--- src/sv/assert_macros.svh ---
// Concurrent assertion helpers, compiled out for synthesis.
`ifndef ASSERT_MACROS_SVH
`define ASSERT_MACROS_SVH
`ifndef SYNTHESIS
// Same-cycle property.
`define ASSERT_CLK(lbl, clk, rst, prop) \
   lbl: assert property (@(posedge clk) disable iff (rst) (prop)) \
      else $error("assertion failed");
// Antecedent in one cycle, consequent in the next.
`define ASSERT_NEXT(lbl, clk, rst, ante, cons) \
   lbl: assert property (@(posedge clk) disable iff (rst) (ante) |=> (cons)) \
      else $error("assertion failed");
`else
`define ASSERT_CLK(lbl, clk, rst, prop)
`define ASSERT_NEXT(lbl, clk, rst, ante, cons)
`endif
`endif

--- src/sv/stq_pkg.sv ---
`default_nettype none
package stq_pkg;

   localparam int MAX_FIRE = 16;
   localparam int FIRE_W   = $clog2(MAX_FIRE);

   localparam logic OP_ADD  = 1'b0;
   localparam logic OP_TICK = 1'b1;

   localparam logic [1:0] KIND_ACCEPTED = 2'd0;
   localparam logic [1:0] KIND_REJECTED = 2'd1;
   localparam logic [1:0] KIND_EXPIRED  = 2'd2;

   localparam logic [31:0] CLOCK_MAX = 32'hFFFF_FFFF;

   typedef struct packed {
      logic        op;
      logic [7:0]  event_tag;
      logic [31:0] wait_seconds;
   } req_type;

   typedef struct packed {
      logic [1:0]  kind;
      logic [7:0]  fired_tag;
      logic [31:0] start_time;
      logic [31:0] span;
      logic [31:0] now_time;
      logic        last;
   } rsp_type;

   typedef struct packed {
      logic [32:0] deadline;
      logic [31:0] start;
      logic [31:0] span;
      logic [7:0]  tag;
   } entry_type;

   typedef struct packed {
      logic insert;
      logic pop;
   } cell_ctrl_type;

endpackage
`default_nettype wire

--- src/sv/sorted_timeout_queue.sv ---
`default_nettype none
// channel | dir | handshake            | payload
// req     | in  | req_valid/req_ready  | req_data (op, event_tag, wait_seconds)
// rsp     | out | rsp_valid/rsp_ready  | rsp_data (kind, tag, times, span, last)
//
// Add: one response; insertion is done in place by the cell row.
// Tick: step the seconds counter, then pop expired events one at a time from
//   the head cell, at most MAX_FIRE per tick; with none due it returns to idle.
// Responses sit in one output register; a stalled rsp holds the drain.
// Synchronous reset: counter zero, all cells empty, no response pending.
`include "assert_macros.svh"
module sorted_timeout_queue #(
   parameter int QUEUE_DEPTH = 16
) (
   input  wire              clock,
   input  wire              reset,
   input  wire              req_valid,
   output logic             req_ready,
   input  stq_pkg::req_type req_data,
   output logic             rsp_valid,
   input  wire              rsp_ready,
   output stq_pkg::rsp_type rsp_data
);
   import stq_pkg::*;

   typedef enum logic [1:0] {
      ST_IDLE  = 2'b01,
      ST_DRAIN = 2'b10
   } state_type;

   state_type state_ff, state_in;
   logic [31:0]       clock_ff, clock_in;
   logic [FIRE_W-1:0] fire_ff, fire_in;
   rsp_type           rsp_ff, rsp_in;
   logic              rsp_valid_ff, rsp_valid_in;

   // Chain: slot 0 and slot QUEUE_DEPTH+1 are the open ends, cell i sits
   // in slot i+1 with its neighbors at i and i+2.
   entry_type                entry_chain [QUEUE_DEPTH+2];
   logic [QUEUE_DEPTH+1:0]   valid_chain;
   logic [QUEUE_DEPTH:0]     gt_chain;
   logic [QUEUE_DEPTH-1:0]   held_vec;
   entry_type                new_entry;
   cell_ctrl_type            ctrl;

   logic req_xfer, out_free, full, due0, due1, emit, last_fire;

   assign out_free = !rsp_valid_ff || rsp_ready;
   assign req_ready = (state_ff == ST_IDLE) && out_free;
   assign req_xfer  = req_valid && req_ready;
   assign full      = valid_chain[QUEUE_DEPTH];

   assign new_entry.deadline = {1'b0, clock_ff} + {1'b0, req_data.wait_seconds};
   assign new_entry.start    = clock_ff;
   assign new_entry.span     = req_data.wait_seconds;
   assign new_entry.tag      = req_data.event_tag;

   assign entry_chain[0]             = new_entry;
   assign entry_chain[QUEUE_DEPTH+1] = new_entry;
   assign valid_chain[0]             = 1'b0;
   assign valid_chain[QUEUE_DEPTH+1] = 1'b0;
   assign gt_chain[0]                = 1'b0;
   assign held_vec                   = valid_chain[QUEUE_DEPTH:1];

   // Head due checks; the second one, with the fire count, says whether the pop is the last.
   assign due0 = valid_chain[1] && (entry_chain[1].deadline <= {1'b0, clock_ff});
   assign due1 = valid_chain[2] && (entry_chain[2].deadline <= {1'b0, clock_ff});
   assign emit = (state_ff == ST_DRAIN) && due0 && out_free;
   assign last_fire = !due1 || (fire_ff == FIRE_W'(MAX_FIRE - 1));

   assign ctrl.insert = req_xfer && (req_data.op == OP_ADD) && !full;
   assign ctrl.pop    = emit;

   for (genvar i = 0; i < QUEUE_DEPTH; i++) begin : g_cell
      stq_cell u_cell (
         .clock       (clock),
         .reset       (reset),
         .ctrl        (ctrl),
         .new_entry   (new_entry),
         .left_entry  (entry_chain[i]),
         .left_valid  (valid_chain[i]),
         .left_gt     (gt_chain[i]),
         .right_entry (entry_chain[i+2]),
         .right_valid (valid_chain[i+2]),
         .entry       (entry_chain[i+1]),
         .valid       (valid_chain[i+1]),
         .gt          (gt_chain[i+1])
      );
   end

   always_comb begin
      state_in     = state_ff;
      clock_in     = clock_ff;
      fire_in      = fire_ff;
      rsp_in       = rsp_ff;
      rsp_valid_in = rsp_valid_ff && !rsp_ready;
      unique case (state_ff)
         ST_IDLE: begin
            if (req_xfer) begin
               unique case (req_data.op)
                  OP_ADD: begin
                     rsp_in.kind       = full ? KIND_REJECTED : KIND_ACCEPTED;
                     rsp_in.fired_tag  = req_data.event_tag;
                     rsp_in.start_time = clock_ff;
                     rsp_in.span       = req_data.wait_seconds;
                     rsp_in.now_time   = clock_ff;
                     rsp_in.last       = 1'b1;
                     rsp_valid_in      = 1'b1;
                  end
                  OP_TICK: begin
                     if (clock_ff != CLOCK_MAX) begin
                        clock_in = clock_ff + 32'd1;
                     end
                     fire_in  = '0;
                     state_in = ST_DRAIN;
                  end
                  default: ;
               endcase
            end
         end
         ST_DRAIN: begin
            if (!due0) begin
               state_in = ST_IDLE;
            end else if (emit) begin
               rsp_in.kind       = KIND_EXPIRED;
               rsp_in.fired_tag  = entry_chain[1].tag;
               rsp_in.start_time = entry_chain[1].start;
               rsp_in.span       = entry_chain[1].span;
               rsp_in.now_time   = clock_ff;
               rsp_in.last       = last_fire;
               rsp_valid_in      = 1'b1;
               fire_in           = fire_ff + FIRE_W'(1);
               if (last_fire) begin
                  state_in = ST_IDLE;
               end
            end
         end
         default: state_in = ST_IDLE;
      endcase
   end

   always_ff @(posedge clock) begin
      rsp_ff  <= rsp_in;
      fire_ff <= fire_in;
      if (reset) begin
         state_ff     <= ST_IDLE;
         clock_ff     <= '0;
         rsp_valid_ff <= 1'b0;
      end else begin
         state_ff     <= state_in;
         clock_ff     <= clock_in;
         rsp_valid_ff <= rsp_valid_in;
      end
   end

   assign rsp_valid = rsp_valid_ff;
   assign rsp_data  = rsp_ff;

   // held cells always form a prefix of the row
   `ASSERT_CLK(a_prefix, clock, reset, ((held_vec >> 1) & ~held_vec) == '0)
   // a free last cell always offers an insertion slot
   `ASSERT_CLK(a_slot, clock, reset, full || gt_chain[QUEUE_DEPTH])
   // an accepted add grows the queue by exactly one
   `ASSERT_NEXT(a_grow, clock, reset, req_xfer && (req_data.op == OP_ADD) && !full,
      $countones(held_vec) == $countones($past(held_vec)) + 1)
   // a tick steps the counter unless it has saturated
   `ASSERT_NEXT(a_step, clock, reset, req_xfer && (req_data.op == OP_TICK),
      (clock_ff == $past(clock_ff) + 32'd1) || ($past(clock_ff) == CLOCK_MAX))

endmodule
`default_nettype wire

--- src/sv/stq_cell.sv ---
`default_nettype none
module stq_cell (
   input  wire                    clock,
   input  wire                    reset,
   input  stq_pkg::cell_ctrl_type ctrl,
   input  stq_pkg::entry_type     new_entry,
   input  stq_pkg::entry_type     left_entry,
   input  wire                    left_valid,
   input  wire                    left_gt,
   input  stq_pkg::entry_type     right_entry,
   input  wire                    right_valid,
   output stq_pkg::entry_type     entry,
   output logic                   valid,
   output logic                   gt
);
   import stq_pkg::*;

   entry_type entry_ff, entry_in;
   logic      valid_ff, valid_in;

   // empty or later deadline: new entry goes here or before
   assign gt = !valid_ff || (entry_ff.deadline > new_entry.deadline);

   always_comb begin
      entry_in = entry_ff;
      valid_in = valid_ff;
      priority if (ctrl.pop) begin
         entry_in = right_entry;
         valid_in = right_valid;
      end else if (ctrl.insert && left_gt) begin
         entry_in = left_entry;
         valid_in = left_valid;
      end else if (ctrl.insert && gt) begin
         entry_in = new_entry;
         valid_in = 1'b1;
      end else begin
         // hold
         entry_in = entry_ff;
         valid_in = valid_ff;
      end
   end

   always_ff @(posedge clock) begin
      entry_ff <= entry_in;
      if (reset) begin
         valid_ff <= 1'b0;
      end else begin
         valid_ff <= valid_in;
      end
   end

   assign entry = entry_ff;
   assign valid = valid_ff;

endmodule
`default_nettype wire

--- config.mk ---
export PLATFORM = sky130hd
export DESIGN_NAME = sorted_timeout_queue
export DESIGN_NICKNAME = d
export VERILOG_FILES = /design/src/sv/stq_pkg.sv /design/src/sv/sorted_timeout_queue.sv /design/src/sv/stq_cell.sv
export VERILOG_INCLUDE_DIRS = /design/src /design/src/sv
export SDC_FILE = /design/constraint.sdc
export NUM_CORES = 2
export LEC_CHECK = 0
export BUFFER_PORTS_ARGS = -buffer_cell sky130_fd_sc_hd__clkbuf_2
export CORE_UTILIZATION = 55
export CTS_CLUSTER_DIAMETER = 60
export DETAILED_ROUTE_END_ITERATION = 10
export PLACE_DENSITY = 0.71
export SYNTH_ARGS = -nofsm -noshare
export SYNTH_HDL_FRONTEND = slang
export SYNTH_SLANG_ARGS = --single-unit
export TNS_END_PERCENT = 50
--- constraint.sdc ---
create_clock -name clock -period 11.7 [get_ports clock]
set_input_delay 1.755 -clock clock [delete_from_list [all_inputs] [get_ports clock]]
set_output_delay 1.755 -clock clock [all_outputs]
set_load 0.05 [all_outputs]
==> impl_metrics.env <==
export IMPL_maxCapViolations=0
export IMPL_ctsHoldBuffers=0
export IMPL_final_hold_viol_count=0
export IMPL_postRouteAntennaNets=0
export IMPL_powerDensity_nw_per_um2=237
export IMPL_cp_top_family="compound AO/OA/AOI/OAI gates"
export IMPL_cts_sinks=1842
export IMPL_most_common_layout_cells="nand2_1, edfxtp_1, o21ai_0, nand3_1, o211ai_1"
export IMPL_antenna_found_initial=30
export IMPL_synth_edff_count=1791
export IMPL_clk_path_buf_depth=3
export IMPL_core_area_sq_um=188000
export IMPL_slowest_stage="a2111oi_0"
export IMPL_netlist_area_sq_um=104000
export IMPL_maxSlewViolCount=0
export IMPL_dieArea_sq_um=190000
export IMPL_cts_max_level=4
export IMPL_avgSynthCellArea_sq_um=10.3
export IMPL_crit_fanout=14
export IMPL_final_cell_area_sq_um=116000
export IMPL_drtIter0Drc=13300
export IMPL_wl_per_cell_um=31.5
export IMPL_yosysSeqAreaShare_pct=52.8
export IMPL_synth_seq_cells=1842
export IMPL_layout_drive_gt1_share_pct=10.6
export IMPL_timing_final_crit_share_pct=76.5
export IMPL_wl_um=397000
export IMPL_io_buffers=153
export IMPL_dpl_cell_area_sq_um=108000
export IMPL_whs_endpoint="rsp_data[29]$_DFFE_PP_"
export IMPL_gp_congestion=1.02
export IMPL_setup_viol=0
export IMPL_cp_common_cell="a21oi_1"
export IMPL_cts_root_buffer="clkbuf_16"
export IMPL_r2r_setup_slack_ns=2.75
export IMPL_wl_met1_um=152000
export IMPL_p_leak_nw=39.9
export IMPL_ff2ff_path_depth=24
export IMPL_fmax_mhz=112
export IMPL_synth_nets=10600
export IMPL_area_delta_synth_final_pct=11.5
export IMPL_ctsResizeCount=0
export IMPL_synthCells=10000
export IMPL_start_util_pct=55.3
export IMPL_max_slew_worst_pin_slew_ns=1.44
export IMPL_hold_depth=0
export IMPL_critical_path_class="flip-flop to flip-flop"
export IMPL_final_nets=10500
export IMPL_yosys_warnings=0
export IMPL_path_cells="buf_4, clkinv_1, buf_4, fa_1, nor2b_1, o2111ai_1, a21oi_1, o21ai_0, nand2b_1, a21oi_1, xnor2_1, inv_1, ha_1, a21oi_1, o21ai_0, a2111oi_0, a21oi_1, nor4_1, a221oi_1, o31ai_1, a21oi_4, and2_1, buf_12, a221o_1"
export IMPL_cp_arrival_ns=9.57
export IMPL_final_common_cell="nand2_1"
export IMPL_finalNonFillerCells=12600
export IMPL_async_flop_share_pct=0
export IMPL_die_h_um=436
export IMPL_drcViolationCount=0
export IMPL_skew_ns=0.0719
export IMPL_ys_types=90
export IMPL_cts_tree="yes"
export IMPL_holdCritStartpoint="clock_ff[28]$_SDFFE_PP0P_"
export IMPL_grt_pass1_wl_um=570000
export IMPL_cp_num_buf_inv=5
export IMPL_cts_buffers=210
export IMPL_wl_met3_um=47000
export IMPL_finalSetupTns_ns=0
export IMPL_maxSlewHeadroom_pct=2.69
export IMPL_ys_top_cells_by_area="edfxtp_1, ha_1, nand2_1, o211ai_1, mux2i_1"
export IMPL_fillers=15000
export IMPL_viasPerCell=6.89
export IMPL_r2r_start="clock_ff[1]$_SDFFE_PP0P_"
export IMPL_r2r_end="g_cell[8].u_cell.entry[82]$_DFFE_PP_"
export IMPL_vias=87000
export IMPL_rsz0062_at_grt="no"
export IMPL_top_layer="met5"
export IMPL_std_cell_rows=159
export IMPL_startpoint_type="flip-flop"
export IMPL_grt_use_total_pct=40.7
export IMPL_die_w_um=436
export IMPL_cp_data_required_time_ns=12.32
export IMPL_min_period_ns=8.95
export IMPL_post_cts_buffers=0
export IMPL_grt_ovfl_total=0
export IMPL_clkSlewWorstSetupHoldPaths_ns=0.06
export IMPL_end_kind="flip-flop"
export IMPL_dp_cells=12200
export IMPL_ir_drop_mv=0.320
export IMPL_worstHoldPathType="flip-flop to flip-flop"
export IMPL_synth_top_area_share_pct=51.9
export IMPL_dr_wl_met2_um=173000
export IMPL_drt_pre_antenna_iters=7
export IMPL_grt_pass1_vias=82400
export IMPL_power_w=0.0275
export IMPL_insertion_delay_ns=0.91
export IMPL_status="completed"
export IMPL_grt_max_degree=238
export IMPL_ys_flop_type="edfxtp_1"
export IMPL_max_stage_delay_ns=1.22
export IMPL_yosysTopAreaCell="edfxtp_1"
export IMPL_io_pins=154
export IMPL_post_dp_hpwl_um=264000
-- layer usage --
metal	up-vias	GRT usage, %
met5	-	0
met4	10	23.1
met3	1092	8.89
met2	6016	60.7
met1	42400	54.9
li1	37400	-
-- per-stage QoR --
step / setup slack, ns / hold slack, ns / util, %
2_1_floorplan: 1.99 / 0.432 / -
3_3_place_gp: 1.99 / 0.501 / 57.8
3_5_place_dp: 2.09 / 0.512 / 57.8
4_1_cts: 2.93 / 0.529 / 61.6
5_1_grt: 2.64 / 0.547 / 61.6
6_report: 2.75 / 0.527 / 61.6
-- power by group --
group | internal (W) | switching, W
registers | 0.0102 | 0.00148
logic | 0.00270 | 0.00613
clock network | 0.00392 | 0.00298
-- final cells by class --
| class | count | area [sq um] | area share [%] |
|---|---|---|---|
| Clock inverter | 131 | 1550 | 1.34 |
| Antenna cell | 20 | 50.0 | 0.0433 |
| Inverter | 126 | 478 | 0.413 |
| Sequential cell | 1842 | 54800 | 47.4 |
| Multi-Input combinational cell | 7253 | 45300 | 39.2 |
| Timing Repair Buffer | 489 | 4700 | 4.07 |
| Tap cell | 2495 | 3120 | 2.70 |
| Clock buffer | 261 | 5600 | 4.84 |
-- how the worst max path moves through the flow --
stage / start / endpoint / slack, ns / cells after the start
after global routing: clock_ff[1]$_SDFFE_PP0P_ / g_cell[8].u_cell.entry[84]$_DFFE_PP_ / 2.64 / 24
final: clock_ff[1]$_SDFFE_PP0P_ / g_cell[8].u_cell.entry[82]$_DFFE_PP_ / 2.75 / 24
after global placement: req_data[1] / g_cell[8].u_cell.entry[82]$_DFFE_PP_ / 1.99 / 23
after detailed placement: req_data[1] / g_cell[8].u_cell.entry[82]$_DFFE_PP_ / 2.09 / 23
after CTS: clock_ff[1]$_SDFFE_PP0P_ / g_cell[8].u_cell.entry[96]$_DFFE_PP_ / 2.93 / 24
after floorplan: req_data[8] / g_cell[7].u_cell.entry[0]$_DFFE_PP_ / 1.99 / 22
-- synthesized netlist by cell type (29+ instances only) --
cell      count
nand2_1    1853
edfxtp_1   1791
o21ai_0     699
nand3_1     666
o211ai_1    638
nor2_1      598
ha_1        580
clkbuf_1    529
a21oi_1     414
mux2i_1     383
a31oi_1     171
buf_2       170
a21o_1      113
nand4_1     111
nor3_1      102
inv_1       100
mux2_2       95
o21ai_1      85
a221o_1      82
buf_1        61
or3_1        59
xnor2_1      55
o22ai_1      54
dfxtp_1      51
mux2_4       49
nor2b_1      45
o221a_2      44
a211oi_1     34
a22oi_1      29
-- flip-flops by register name (all words and copies together), names as in the netlist --
signal / count
rsp_data: 107
fire_ff: 4
g_cell.u_cell.entry: 1680
clock_ff: 32
rsp_valid: 1
g_cell.u_cell.valid: 16
state_ff: 2
-- kinds of logic (layout without fill, tap and decap cells) --
group	after synthesis	after routing	share of synthesized area, %
AOI/OAI and AO/OA	2516	2516	15.6
xor gates and xnor gates	65	65	0.576
adders and majority gates	584	584	7.05
buffers and inverters	926	1007	3.75
DFF	1842	1842	52.8
muxes	527	527	5.44
other	0	20	0
and+or+nand+nor	3561	3561	14.7
Power figures use the tool's default switching activity.
